**src/rtl/cfjv_pkg.sv**
```systemverilog
// ----------------------------------------------------------------------------
// cfjv_pkg
// types, codes and helpers shared by the canonical flat json validator
// ----------------------------------------------------------------------------
package cfjv_pkg;

  typedef struct packed {
    logic [7:0] message_byte;
    logic       final_byte;
  } in_word_t;

  typedef struct packed {
    logic [4:0] status;
    logic [4:0] field_count;
  } out_word_t;

  typedef enum logic [4:0] {
    PH_OPEN, PH_KEY_OPEN, PH_STR, PH_ESC,
    PH_HA0, PH_HA1, PH_HA2, PH_HA3, PH_LOW_BS, PH_LOW_U,
    PH_HB0, PH_HB1, PH_HB2, PH_HB3, PH_COLON, PH_VALUE,
    PH_ZERO, PH_DIGITS, PH_DELIM, PH_DONE
  } phase_t;

  typedef enum logic [1:0] {ORD_EQ, ORD_GT, ORD_LT} ord_t;

  typedef enum logic [1:0] {CTL_IDLE, CTL_CMP, CTL_FIN} ctl_t;

  // status codes
  localparam logic [4:0] ST_BUSY      = 5'd0;
  localparam logic [4:0] ST_OK        = 5'd1;
  localparam logic [4:0] ERR_TRUNC    = 5'd2;
  localparam logic [4:0] ERR_HEX      = 5'd3;
  localparam logic [4:0] ERR_STRREQ   = 5'd4;
  localparam logic [4:0] ERR_NONASCII = 5'd5;
  localparam logic [4:0] ERR_ESC      = 5'd6;
  localparam logic [4:0] ERR_NONCANON = 5'd7;
  localparam logic [4:0] ERR_LOW_MISS = 5'd8;
  localparam logic [4:0] ERR_LOW_BAD  = 5'd9;
  localparam logic [4:0] ERR_UNPAIRED = 5'd10;
  localparam logic [4:0] ERR_BRACE    = 5'd11;
  localparam logic [4:0] ERR_KEYORDER = 5'd12;
  localparam logic [4:0] ERR_COLON    = 5'd13;
  localparam logic [4:0] ERR_INTEGER  = 5'd14;
  localparam logic [4:0] ERR_FIELDS   = 5'd15;
  localparam logic [4:0] ERR_DELIM    = 5'd16;
  localparam logic [4:0] ERR_TRAILING = 5'd17;
  localparam logic [4:0] ERR_LENGTH   = 5'd18;

  localparam logic [20:0] LIMIT_RESET = 21'd65536;
  localparam logic [20:0] BYTES_CAP   = 21'h1FFFFF;
  localparam logic [4:0]  COUNT_CAP   = 5'd16;

  localparam logic [7:0] CH_LBRACE = 8'h7B;
  localparam logic [7:0] CH_RBRACE = 8'h7D;
  localparam logic [7:0] CH_QUOTE  = 8'h22;
  localparam logic [7:0] CH_BSLASH = 8'h5C;
  localparam logic [7:0] CH_COLON  = 8'h3A;
  localparam logic [7:0] CH_COMMA  = 8'h2C;
  localparam logic [7:0] CH_U      = 8'h75;
  localparam logic [7:0] CH_ZERO   = 8'h30;
  localparam logic [7:0] CH_NINE   = 8'h39;
  localparam logic [7:0] CH_A      = 8'h61;
  localparam logic [7:0] CH_F      = 8'h66;
  localparam logic [7:0] CH_SPACE  = 8'h20;
  localparam logic [7:0] CH_TILDE  = 8'h7E;

  typedef struct packed {
    logic [2:0]      len;
    logic [3:0][7:0] b;
  } utf8_t;

  // hex digit value, 16 marks a bad digit
  function automatic logic [4:0] hex_nibble(input logic [7:0] c);
    logic [4:0] v;
    if (c >= CH_ZERO && c <= CH_NINE) v = 5'(c - CH_ZERO);
    else if (c >= CH_A && c <= CH_F) v = 5'(c - CH_A) + 5'd10;
    else v = 5'd16;
    return v;
  endfunction

  // utf-8 encoding of a code point of 128 or more
  function automatic utf8_t utf8_encode(input logic [20:0] cp);
    utf8_t u;
    u.b = '0;
    if (cp < 21'h800) begin
      u.len  = 3'd2;
      u.b[0] = {3'b110, cp[10:6]};
      u.b[1] = {2'b10, cp[5:0]};
    end else if (cp < 21'h10000) begin
      u.len  = 3'd3;
      u.b[0] = {4'b1110, cp[15:12]};
      u.b[1] = {2'b10, cp[11:6]};
      u.b[2] = {2'b10, cp[5:0]};
    end else begin
      u.len  = 3'd4;
      u.b[0] = {5'b11110, cp[20:18]};
      u.b[1] = {2'b10, cp[17:12]};
      u.b[2] = {2'b10, cp[11:6]};
      u.b[3] = {2'b10, cp[5:0]};
    end
    return u;
  endfunction

endpackage

```
**src/rtl/canonical_flat_json_validator_unit.sv**
```systemverilog
// ----------------------------------------------------------------------------
// canonical_flat_json_validator_unit
// streaming checker for a strict, flat, canonical json object
// ----------------------------------------------------------------------------
// One message byte enters per word on the input channel and every byte gives
// one result word: status 0 while the message is in progress, and on the
// byte marked final the verdict (1 accepted, 2..17 first parse error, 18 when
// the length reaches the byte limit register) together with the field count.
// The previous key lives in a one-port-read ram, read ahead of the compare
// state in which each decoded key byte is checked against it and written;
// a byte passes a compare state for each key byte it yields, one per utf-8
// byte for the closing digit of a unicode escape in a key. The result sits
// in an output register, so a byte may be accepted while the previous
// result still waits. The user must write the byte limit register through
// cfg_write/cfg_data while the block is idle; the block does not enforce it.
// ----------------------------------------------------------------------------
module canonical_flat_json_validator_unit
  import cfjv_pkg::*;
#(
  parameter int KEY_MAX_BYTES = 64,
  parameter int MAX_FIELDS    = 16,
  parameter int MAX_DIGITS    = 10
) (
  input  logic      clk,
  input  logic      rst,
  input  logic      in_valid,
  output logic      in_stall,
  input  in_word_t  in_word,
  output logic      out_valid,
  input  logic      out_stall,
  output out_word_t out_word,
  input  logic      cfg_write,
  input  logic [20:0] cfg_data
);

  // widths that follow from the parameters
  localparam int CW = $clog2(KEY_MAX_BYTES + 2);
  localparam int AW = (KEY_MAX_BYTES > 1) ? $clog2(KEY_MAX_BYTES) : 1;
  localparam int FW = $clog2(MAX_FIELDS + 1);
  localparam int DW = $clog2(MAX_DIGITS + 1);

  // control
  ctl_t ctl, ctl_next;
  logic accept;
  logic out_load;

  // message state
  phase_t      phase, phase_next;
  logic        in_key, in_key_next;
  logic [CW-1:0] cur_len, cur_len_next;
  logic [CW-1:0] prev_len, prev_len_next;
  ord_t        ord, ord_next;
  logic [FW-1:0] fields, fields_next;
  logic [DW-1:0] digits, digits_next;
  logic [15:0] esc, esc_next;
  logic [9:0]  hi_bits, hi_bits_next;
  logic [4:0]  err, err_next;
  logic [20:0] bytes;
  logic [20:0] limit;

  // final marker of the accepted byte and pending key bytes
  logic        fin_q;
  utf8_t       emit, emit_next;
  logic [1:0]  emit_idx;

  // key store
  logic          ram_we;
  logic [AW-1:0] ram_waddr, ram_raddr;
  logic [7:0]    ram_wdata, ram_rdata;
  logic [CW-1:0] pos_inc;
  logic [7:0]    kbyte;

  assign accept   = in_valid && !in_stall;
  assign pos_inc  = cur_len + CW'(1);
  assign kbyte    = emit.b[emit_idx];
  // result register free or emptied this cycle
  assign out_load = (ctl == CTL_FIN) && (!out_valid || !out_stall);

  cfjv_ram #(.WIDTH(8), .DEPTH(KEY_MAX_BYTES), .AW(AW)) u_key_ram (
    .clk   (clk),
    .we    (ram_we),
    .waddr (ram_waddr),
    .wdata (ram_wdata),
    .raddr (ram_raddr),
    .rdata (ram_rdata)
  );

  // ---- control sequencer: next state ----
  always_comb begin
    ctl_next = ctl;
    unique case (ctl)
      CTL_IDLE: if (accept) ctl_next = (emit_next.len != 3'd0) ? CTL_CMP : CTL_FIN;
      CTL_CMP:  if (3'(emit_idx) + 3'd1 == emit.len) ctl_next = CTL_FIN;
      CTL_FIN:  if (!out_valid || !out_stall) ctl_next = CTL_IDLE;
      default:  ctl_next = CTL_IDLE;
    endcase
  end

  // ---- control sequencer: outputs ----
  always_comb begin
    in_stall  = (ctl != CTL_IDLE);
    // the read for each compare is issued in the cycle before it
    ram_raddr = (ctl == CTL_CMP) ? pos_inc[AW-1:0] : cur_len[AW-1:0];
    ram_we    = (ctl == CTL_CMP) && (cur_len < CW'(KEY_MAX_BYTES));
    ram_waddr = cur_len[AW-1:0];
    ram_wdata = kbyte;
  end

  // ---- parse step for one byte ----
  always_comb begin
    logic [7:0]  b;
    logic        digit;
    logic [4:0]  h;
    logic [15:0] cp16;
    logic        key_ok;

    b     = in_word.message_byte;
    digit = (b >= CH_ZERO) && (b <= CH_NINE);
    h     = hex_nibble(b);
    cp16  = {esc[11:0], h[3:0]};

    phase_next    = phase;
    in_key_next   = in_key;
    cur_len_next  = cur_len;
    prev_len_next = prev_len;
    ord_next      = ord;
    fields_next   = fields;
    digits_next   = digits;
    esc_next      = esc;
    hi_bits_next  = hi_bits;
    err_next      = err;
    emit_next     = '0;

    key_ok = (cur_len <= CW'(KEY_MAX_BYTES)) &&
             ((fields == '0) || (ord == ORD_GT) ||
              ((ord == ORD_EQ) && (cur_len > prev_len)));

    if (err == ST_BUSY) begin
      unique case (phase)
        PH_OPEN: begin
          if (b == CH_LBRACE) phase_next = PH_KEY_OPEN;
          else err_next = ERR_BRACE;
        end
        PH_KEY_OPEN: begin
          if (b != CH_QUOTE) err_next = ERR_STRREQ;
          else begin
            in_key_next  = 1'b1;
            cur_len_next = '0;
            ord_next     = ORD_EQ;
            phase_next   = PH_STR;
          end
        end
        PH_STR: begin
          if (b == CH_QUOTE) begin
            if (in_key) begin
              if (!key_ok) err_next = ERR_KEYORDER;
              else begin
                prev_len_next = cur_len;
                phase_next    = PH_COLON;
              end
            end else if (fields >= FW'(MAX_FIELDS)) begin
              err_next = ERR_FIELDS;
            end else begin
              fields_next = fields + FW'(1);
              phase_next  = PH_DELIM;
            end
          end else if (b < CH_SPACE || b > CH_TILDE) begin
            err_next = ERR_NONASCII;
          end else if (b == CH_BSLASH) begin
            phase_next = PH_ESC;
          end else if (in_key) begin
            emit_next.len  = 3'd1;
            emit_next.b[0] = b;
          end
        end
        PH_ESC: begin
          if (b == CH_BSLASH || b == CH_QUOTE) begin
            phase_next = PH_STR;
            if (in_key) begin
              emit_next.len  = 3'd1;
              emit_next.b[0] = b;
            end
          end else if (b == CH_U) begin
            esc_next   = '0;
            phase_next = PH_HA0;
          end else err_next = ERR_ESC;
        end
        PH_HA0, PH_HA1, PH_HA2, PH_HB0, PH_HB1, PH_HB2: begin
          if (h[4]) err_next = ERR_HEX;
          else begin
            esc_next   = cp16;
            phase_next = phase_t'(phase + 5'd1);
          end
        end
        PH_HA3: begin
          if (h[4]) err_next = ERR_HEX;
          else begin
            esc_next = cp16;
            if (cp16 < 16'd128) err_next = ERR_NONCANON;
            else if (cp16 >= 16'hD800 && cp16 <= 16'hDBFF) begin
              hi_bits_next = cp16[9:0];
              phase_next   = PH_LOW_BS;
            end else if (cp16 >= 16'hDC00 && cp16 <= 16'hDFFF) begin
              err_next = ERR_UNPAIRED;
            end else begin
              phase_next = PH_STR;
              if (in_key) emit_next = utf8_encode({5'd0, cp16});
            end
          end
        end
        PH_HB3: begin
          if (h[4]) err_next = ERR_HEX;
          else begin
            esc_next = cp16;
            if (cp16 < 16'hDC00 || cp16 > 16'hDFFF) err_next = ERR_LOW_BAD;
            else begin
              phase_next = PH_STR;
              if (in_key) emit_next = utf8_encode(21'h10000 + {1'b0, hi_bits, cp16[9:0]});
            end
          end
        end
        PH_LOW_BS: begin
          if (b == CH_BSLASH) phase_next = PH_LOW_U;
          else err_next = ERR_LOW_MISS;
        end
        PH_LOW_U: begin
          if (b == CH_U) begin
            esc_next   = '0;
            phase_next = PH_HB0;
          end else err_next = ERR_LOW_MISS;
        end
        PH_COLON: begin
          if (b == CH_COLON) phase_next = PH_VALUE;
          else err_next = ERR_COLON;
        end
        PH_VALUE: begin
          if (b == CH_QUOTE) begin
            in_key_next = 1'b0;
            phase_next  = PH_STR;
          end else if (digit) begin
            digits_next = DW'(1);
            phase_next  = (b == CH_ZERO) ? PH_ZERO : PH_DIGITS;
          end else err_next = ERR_INTEGER;
        end
        PH_ZERO, PH_DIGITS: begin
          if (digit) begin
            if (phase == PH_ZERO || digits >= DW'(MAX_DIGITS)) err_next = ERR_INTEGER;
            else digits_next = digits + DW'(1);
          end else if (fields >= FW'(MAX_FIELDS)) begin
            err_next = ERR_FIELDS;
          end else begin
            // end of number closes the field, then the delimiter
            fields_next = fields + FW'(1);
            if (b == CH_RBRACE) phase_next = PH_DONE;
            else if (b == CH_COMMA) phase_next = PH_KEY_OPEN;
            else err_next = ERR_DELIM;
          end
        end
        PH_DELIM: begin
          if (b == CH_RBRACE) phase_next = PH_DONE;
          else if (b == CH_COMMA) phase_next = PH_KEY_OPEN;
          else err_next = ERR_DELIM;
        end
        PH_DONE: err_next = ERR_TRAILING;
        default: err_next = ERR_TRAILING;
      endcase
    end
  end

  // ---- end-of-message verdict ----
  logic [FW-1:0] fields_fin;
  logic [4:0]    err_fin;
  logic [4:0]    status_fin;
  logic [FW+4:0] fields_wide;
  logic [4:0]    count_fin;

  always_comb begin
    fields_fin = fields;
    err_fin    = err;
    if (fin_q && err == ST_BUSY && phase != PH_DONE) begin
      if (phase == PH_ZERO || phase == PH_DIGITS) begin
        // the pending number still completes its field
        if (fields >= FW'(MAX_FIELDS)) err_fin = ERR_FIELDS;
        else begin
          fields_fin = fields + FW'(1);
          err_fin    = ERR_TRUNC;
        end
      end else if (phase == PH_VALUE) err_fin = ERR_INTEGER;
      else err_fin = ERR_TRUNC;
    end
    if (!fin_q) status_fin = ST_BUSY;
    else if (bytes >= limit) status_fin = ERR_LENGTH;
    else if (err_fin != ST_BUSY) status_fin = err_fin;
    else status_fin = ST_OK;
    fields_wide = (FW + 5)'(fields_fin);
    count_fin   = (fields_wide > (FW + 5)'(COUNT_CAP)) ? COUNT_CAP : fields_wide[4:0];
  end

  // ---- registers ----
  always_ff @(posedge clk) begin
    if (rst) begin
      ctl       <= CTL_IDLE;
      out_valid <= 1'b0;
      limit     <= LIMIT_RESET;
      phase     <= PH_OPEN;
      in_key    <= 1'b1;
      cur_len   <= '0;
      prev_len  <= '0;
      ord       <= ORD_EQ;
      fields    <= '0;
      digits    <= '0;
      esc       <= '0;
      hi_bits   <= '0;
      err       <= ST_BUSY;
      bytes     <= '0;
      fin_q     <= 1'b0;
      emit_idx  <= '0;
    end else begin
      ctl <= ctl_next;
      if (cfg_write) limit <= cfg_data;

      // load a new result word, or drop the one taken by the receiver
      if (out_load) out_valid <= 1'b1;
      else if (!out_stall) out_valid <= 1'b0;

      unique case (ctl)
        CTL_IDLE: begin
          if (accept) begin
            fin_q    <= in_word.final_byte;
            emit     <= emit_next;
            emit_idx <= '0;
            phase    <= phase_next;
            in_key   <= in_key_next;
            cur_len  <= cur_len_next;
            prev_len <= prev_len_next;
            ord      <= ord_next;
            fields   <= fields_next;
            digits   <= digits_next;
            esc      <= esc_next;
            hi_bits  <= hi_bits_next;
            err      <= err_next;
            if (bytes != BYTES_CAP) bytes <= bytes + 21'd1;
          end
        end
        CTL_CMP: begin
          // compare against the previous key while still equal
          if (cur_len < CW'(KEY_MAX_BYTES) && ord == ORD_EQ && cur_len < prev_len) begin
            if (kbyte > ram_rdata) ord <= ORD_GT;
            else if (kbyte < ram_rdata) ord <= ORD_LT;
          end
          if (cur_len <= CW'(KEY_MAX_BYTES)) cur_len <= pos_inc;
          emit_idx <= emit_idx + 2'd1;
        end
        CTL_FIN: begin
          if (out_load) begin
            out_word.status      <= status_fin;
            out_word.field_count <= count_fin;
            if (fin_q) begin
              phase    <= PH_OPEN;
              in_key   <= 1'b1;
              cur_len  <= '0;
              prev_len <= '0;
              ord      <= ORD_EQ;
              fields   <= '0;
              digits   <= '0;
              esc      <= '0;
              hi_bits  <= '0;
              err      <= ST_BUSY;
              bytes    <= '0;
            end
          end
        end
        default: ;
      endcase
    end
  end

endmodule

```
**src/rtl/cfjv_ram.sv**
```systemverilog
// ----------------------------------------------------------------------------
// cfjv_ram
// generic single-write, single-read ram with registered read data
// ----------------------------------------------------------------------------
module cfjv_ram #(
  parameter int WIDTH = 8,
  parameter int DEPTH = 64,
  parameter int AW    = (DEPTH > 1) ? $clog2(DEPTH) : 1
) (
  input  logic             clk,
  input  logic             we,
  input  logic [AW-1:0]    waddr,
  input  logic [WIDTH-1:0] wdata,
  input  logic [AW-1:0]    raddr,
  output logic [WIDTH-1:0] rdata
);

  logic [WIDTH-1:0] mem [DEPTH];

  always_ff @(posedge clk) begin
    if (we) mem[waddr] <= wdata;
    rdata <= mem[raddr];
  end

endmodule

```
**config.mk**
```make
export PLATFORM = sky130hd
export DESIGN_NAME = canonical_flat_json_validator_unit
export DESIGN_NICKNAME = d
export VERILOG_FILES = /design/src/rtl/cfjv_pkg.sv /design/src/rtl/canonical_flat_json_validator_unit.sv /design/src/rtl/cfjv_ram.sv
export SDC_FILE = /design/constraint.sdc
export NUM_CORES = 1
export LEC_CHECK = 0
export BUFFER_PORTS_ARGS = -buffer_cell sky130_fd_sc_hd__buf_2
export CORE_MARGIN = 8
export CORE_UTILIZATION = 68
export DETAILED_ROUTE_END_ITERATION = 8
export HOLD_SLACK_MARGIN = 0.06
export MAX_ROUTING_LAYER = met4
export PLACE_DENSITY = 0.87
export SKIP_LAST_GASP = 1
export SLEW_MARGIN = 20
export SYNTH_ARGS = -nofsm -noshare
export SYNTH_HDL_FRONTEND = slang
export SYNTH_SLANG_ARGS = --single-unit
```
**constraint.sdc**
```tcl
create_clock -name clk -period 7.2 [get_ports clk]
set_input_delay 2.16 -clock clk [delete_from_list [all_inputs] [get_ports clk]]
set_output_delay 2.16 -clock clk [all_outputs]
set_load 0.05 [all_outputs]
```
==> results of run 1 <==
-- metal layers --
layer / routed length (um) / vias to the layer above / share of wire
met5: 0 / - / 0
met4: 3480 / 0 / 0.046
met2: 38000 / 1098 / 0.51
met3: 5880 / 255 / 0.078
met1: 27600 / 9364 / 0.37
li1: - / 7945 / -
-- registers in the layout, indices dropped and copies added, names as in the netlist --
register and flops:
u_key_ram.mem 512, err 5, digits 4, ord 2
emit 32, hi_bits 10, ctl 2, fields 5
out_valid 1, in_key 1, fin_q 1, limit 21
emit_idx 2, esc 12, bytes 21, cur_len 7
prev_len 7, out_word 10, phase 5, u_key_ram.rdata 8
-- logic make-up after synthesis --
kind of cell	after synthesis	synth area share
compound gates	286	0.0679
buf+inv	165	0.0248
mux	203	0.127
flops	668	0.643
xor+xnor	35	0.0107
fa+ha+maj	55	0.0234
simple gates	628	0.104
-- final cells by class --
cell class,instances,area (um^2)
flip-flops and latches,668,18900
fillers,2482,10800
multi-input cells,1207,9840
clock buffers,91,1810
well taps,585,732
repair buffers,66,405
inverters,61,229
clock inverters,24,185
diodes,1,2.50
-- Yosys cell counts, types with 5 or more instances --
library cell / n
and2_1: 11
mux2i_1: 67
o21a_1: 9
xor2_1: 20
a211oi_1: 9
o21ai_1: 6
clkbuf_1: 52
nor4b_1: 5
nand3b_1: 8
a21o_1: 17
and4_1: 15
nor3_1: 21
a21oi_1: 89
buf_1: 11
nand4b_1: 5
nand4bb_1: 5
nor2_1: 215
dfxtp_1: 114
a32oi_1: 37
nor4_1: 8
nand4_1: 13
xnor2_1: 14
buf_2: 23
nand2_1: 182
ha_1: 55
mux4_2: 135
a31oi_1: 6
and3_1: 9
a22oi_1: 6
or3_1: 12
o211ai_1: 10
buf_4: 14
nor2b_1: 10
nand3_1: 59
nand2b_1: 12
o31ai_1: 6
inv_1: 57
a221oi_1: 10
o21ai_0: 34
edfxtp_1: 554
-- worst reg2reg max path: cells and delay by family, from the launching register on --
kind	cells	cell delay (ns)
mux	2	1.05
buf+inv	3	0.97
fa+ha+maj	1	0.97
simple gates	2	0.88
flops	1	0.32
compound gates	1	0.17
-- stage by stage --
| stage | std cells | utilization | total power [uW] | cell area [um^2] | setup slack, ns |
|---|---|---|---|---|---|
| after floorplan | 2040 | - | 4420 | 29400 | 2.39 |
| after global placement | 2587 | 0.702 | 4480 | 30100 | 2.33 |
| after detailed placement | 2587 | 0.702 | 4490 | 30100 | 2.21 |
| after CTS | 2702 | 0.749 | 7690 | 32100 | 2.77 |
| after global routing | 2703 | 0.749 | 7860 | 32100 | 2.54 |
| final | 2703 | 0.749 | 7680 | 32100 | 2.75 |
-- worst paths after layout --
| check | startpoint | end | slack [ns] | cells past startpoint |
|---|---|---|---|---|
| worst max-delay path | ctl[1] | u_key_ram.rdata[5] | 2.75 | 9 |
| worst min-delay path | prev_len[0] | prev_len[0] | 0.46 | 2 |
| worst max register to register | ctl[1] | u_key_ram.rdata[5] | 2.75 | 9 |
| worst min register to register | prev_len[0] | prev_len[0] | 0.46 | 2 |
-- power breakdown --
| part | internal [uW] | switching [uW] | total [uW] |
|---|---|---|---|
| Sequential | 4170 | 18.1 | 4190 |
| Clock | 1810 | 1460 | 3270 |
| Combinational | 66.9 | 156 | 223 |
| Total | 6050 | 1630 | 7680 |
==> impl_metrics.tcl, run 1 <==
set metrics [dict create \
    core_mm2 0.0429 \
    area_growth_pct 9.19 \
    setup_viol 0 \
    track_usage 0.307 \
    critical_path_peak_fanout 48 \
    drive_gt1_frac 0.156 \
    worstPathRequired_ns 7.69 \
    drv_slew 0 \
    drv_cap 0 \
    syn-num-nets 2130 \
    ys_ff_latch 668 \
    wl_per_cell_um 27.7 \
    cts_tree "built" \
    p_per_area_mw_per_mm2 239 \
    rows 76 \
    gr-total-overflow 0 \
    hold-worst-slack_ns 0.460 \
    cts_post_setup_buffers_inserted 0 \
    die_x_um 224 \
    numCtsBuffers 66 \
    final.setup.tns_ns 0 \
    path_cells "buf_4, nand2b_1, inv_2, ha_4, buf_12, mux4_2, mux2i_1, a32oi_1, and4_1" \
    p_leak_uw 0.0107 \
    period_share 0.618 \
    synth_top_area_share 0.566 \
    gr-usage-met1 0.380 \
    ir_worst_vdd_mv 0.185 \
    crit_type "reg -> reg" \
    path_delay_family "multiplexers" \
    clock_sinks 668 \
    hold_path.class "reg -> reg" \
    max_freq_ghz 0.225 \
    grt_first_pass_wirelength_um 114000 \
    io_buffers 46 \
    synthFlopType "edfxtp_1" \
    cp.arrival_ns 4.94 \
    ant_nets 0 \
    grt_use_met3 0.0476 \
    max_stage_delay_ns 0.97 \
    syn_avg_cell_area_um2 14.4 \
    cts_buffer_depth 3 \
    ctsResizeCount 0 \
    path_clk_slew_ns 0.06 \
    die_area_mm2 0.0502 \
    clk_latency_ns 0.60 \
    path_buf_inv 3 \
    ios 47 \
    max_slew.worst_pin.slew_ns 1.15 \
    first_pass_iters 8 \
    postCtsHoldBufs 0 \
    antenna_found_initial 1 \
    yosys_warnings 0 \
    period_minus_slack_ns 4.45 \
    grt_pass1_vias 18700 \
    hpwlAfterDp_um 44800 \
    grt.busiest_layer "met2" \
    grt_setup_unrepaired "false" \
    final_cell_mix "edfxtp_1, nor2_1, nand2_1" \
    routed_wl_um 74900 \
    grt_use_met2 0.508 \
    cts-root-buf "clkbuf_16" \
    drtIter0Drc 2073 \
    netlist_area_mm2 0.0294 \
    nets 2160 \
    cpMaxStageDelayCell "ha_4" \
    drc 0 \
    synth-edff-count 554 \
    synth_cell_types 97 \
    cp-start-kind "register" \
    grt_max_degree 74 \
    status "completed" \
    start_util 0.686 \
    dr_total_vias 18700 \
    hold_violations 0 \
    ctsHtreeMaxLevel 3 \
    seq_area_frac_synth 0.643 \
    synthTopCellsByArea "edfxtp_1, mux4_2, dfxtp_1, nor2_1, ha_1" \
    slew-limit-headroom 0.234 \
    cp-end-kind "register" \
    mostFrequentLayoutCell "edfxtp_1" \
    vias_per_cell 6.90 \
    fin_skew_ns 0.0345 \
    synth_cells 2040 \
    async_flop_share 0 \
    synth_top_area_cell "edfxtp_1" \
    die_height_um 224 \
    gp_congestion 0.973 \
]
Note: power is estimated with default switching activity, not from simulation.
==> run 2: changes to the inputs <==
--- a/config.mk
+++ b/config.mk
@@ -7,11 +7,11 @@
 export LEC_CHECK = 0
 export BUFFER_PORTS_ARGS = -buffer_cell sky130_fd_sc_hd__buf_2
 export CORE_MARGIN = 8
-export CORE_UTILIZATION = 68
+export CORE_UTILIZATION = 57
 export DETAILED_ROUTE_END_ITERATION = 8
 export HOLD_SLACK_MARGIN = 0.06
 export MAX_ROUTING_LAYER = met4
-export PLACE_DENSITY = 0.87
+export PLACE_DENSITY = 0.78
 export SKIP_LAST_GASP = 1
 export SLEW_MARGIN = 20
 export SYNTH_ARGS = -nofsm -noshare
==> constraint.sdc (replaced) <==
create_clock -name clk -period 3.9 [get_ports clk]
set_input_delay 1.17 -clock clk [delete_from_list [all_inputs] [get_ports clk]]
set_output_delay 1.17 -clock clk [all_outputs]
set_load 0.05 [all_outputs]
==> impl_metrics.tcl, run 2 (same netlist as run 1, synthesis figures left out) <==
set metrics [dict create \
    cts_buffer_depth 3 \
    postCtsHoldBufs 0 \
    path_buf_inv 0 \
    path_cells "nand3_1, nor2_1, xnor2_1, nor3_1, a32oi_1, and4_1" \
    die_x_um 243 \
    start_util 0.575 \
    cp.arrival_ns 4.11 \
    reg2reg_setup_slack_ns 0.26 \
    worstRegToRegCells 6 \
    ir_worst_vdd_mv 0.348 \
    gr-total-overflow 0 \
    grt_pass1_vias 18600 \
    die_area_mm2 0.0591 \
    drive_gt1_frac 0.174 \
    core_mm2 0.0512 \
    ctsHtreeMaxLevel 3 \
    setup_slack_ns 0.256 \
    clock_sinks 668 \
    setup_viol 0 \
    cp-end-kind "register" \
    numCtsBuffers 68 \
    path_clk_slew_ns 0.06 \
    wl_per_cell_um 25.7 \
    first_pass_iters 8 \
    critical_path_peak_fanout 13 \
    slew-limit-headroom 0.252 \
    fin_skew_ns 0.0397 \
    mostFrequentLayoutCell "edfxtp_1" \
    max_freq_ghz 0.274 \
    worstPathRequired_ns 4.37 \
    dr_total_vias 18300 \
    worstReg2RegEnd "u_key_ram.rdata[0]" \
    cts-root-buf "clkbuf_16" \
    p_per_area_mw_per_mm2 450 \
    final_cell_mix "edfxtp_1, nor2_1, nand2_1" \
    period_minus_slack_ns 3.64 \
    grt_setup_unrepaired "false" \
    max_stage_delay_ns 0.89 \
    cp-start-kind "register" \
    max_slew.worst_pin.slew_ns 1.11 \
    drtIter0Drc 2009 \
    path_delay_family "simple AND/OR/NAND/NOR gates" \
    antenna_found_initial 0 \
    rows 83 \
    gp_congestion 0.979 \
    cts_post_setup_buffers_inserted 0 \
    hpwlAfterDp_um 45900 \
    ant_nets 0 \
    drc 0 \
    track_usage 0.251 \
    hold_end "prev_len[4]" \
    ios 47 \
    cpMaxStageDelayCell "nor3_1" \
    dpl_worst_slack_ns 0.145 \
    grt_max_degree 66 \
    top_regs "u_key_ram.mem (512), emit (32)" \
    hold_violations 0 \
    area_growth_pct 11.6 \
    drv_cap 0 \
    vias_per_cell 6.45 \
    crit_type "reg -> reg" \
    final.setup.tns_ns 0 \
    die_height_um 243 \
    period_share 0.934 \
    status "completed" \
    io_buffers 46 \
    hold_path.class "reg -> reg" \
    largest_reg_flops 512 \
    drv_slew 0 \
    holdPathStages 2 \
    clk_latency_ns 0.61 \
    r2r-start "cur_len[2]" \
    grt_first_pass_wirelength_um 112000 \
    ctsResizeCount 0 \
    largest-register "u_key_ram.mem" \
    diodes 0 \
    routed_wl_um 72900 \
    nets 2197 \
    p_leak_uw 0.0110 \
    cts_tree "built" \
    min-delay-start "prev_len[4]" \
]
-- run 2: cell types whose count changed in the layout (fill, tap and decap cells not counted), moves of 2 or more --
| cell | change |
|---|---|
| buf_12 | +5 |
| buf_4 | +30 |
| bufinv_16 | +8 |
| clkbuf_1 | -6 |
| clkbuf_8 | +2 |
| clkinv_1 | +2 |
| clkinv_2 | -3 |
| clkinv_4 | +2 |
| inv_16 | -2 |
| inv_6 | +4 |
| nor3_1 | +2 |
| nor3_2 | -2 |
-- run 2: metal layers --
| layer | vias up | track usage | wire length (um) |
|---|---|---|---|
| li1 | 8022 | - | - |
| met5 | - | - | 0 |
| met3 | 184 | 0.0374 | 5400 |
| met4 | 0 | 0.102 | 2920 |
| met2 | 920 | 0.412 | 36600 |
| met1 | 9210 | 0.312 | 28000 |
-- run 2: worst max-delay path by stage --
stage | cells past startpoint | slack, ns | startpoint | end
2_1_floorplan | 8 | 0.45 | emit_idx[0] | ord[1]
3_3_place_gp | 11 | 0.28 | in_word[1] | emit[3]
3_5_place_dp | 10 | 0.15 | in_word[1] | esc[11]
4_1_cts | 6 | 0.46 | cur_len[3] | u_key_ram.rdata[0]
5_1_grt | 6 | 0.17 | cur_len[2] | u_key_ram.rdata[0]
6_report | 6 | 0.26 | cur_len[2] | u_key_ram.rdata[0]
-- run 2: metrics by stage --
step	hold WS [ns]	cells	utilization	power [uW]	cell area [um^2]
finish	0.450	2841	0.641	14800	32800
global route	0.479	2841	0.641	15200	32800
floorplan	0.432	2040	-	8150	29400
detailed placement	0.446	2717	0.597	8300	30600
global placement	0.438	2717	0.597	8290	30600
CTS	0.454	2841	0.641	14900	32800
-- run 2: tightest hold or removal path, stage by stage, from the launching register on --
cell and delay [ns]:
dfxtp_1 0.31, nand2_1 0.05, a21oi_1 0.05
-- run 2: layout make-up --
cell class | instances | area [um^2]
Clock buffer | 87 | 1810
Clock inverter | 37 | 453
Fill cell | 3537 | 18400
Inverter | 61 | 229
Multi-Input combinational cell | 1207 | 9840
Sequential cell | 668 | 18900
Tap cell | 680 | 851
Timing Repair Buffer | 101 | 731
-- run 2: where the power goes --
part	internal (uW)	total, uW	switching (uW)
logic	131	415	284
registers	7710	7740	30.6
clock network	3920	6640	2720
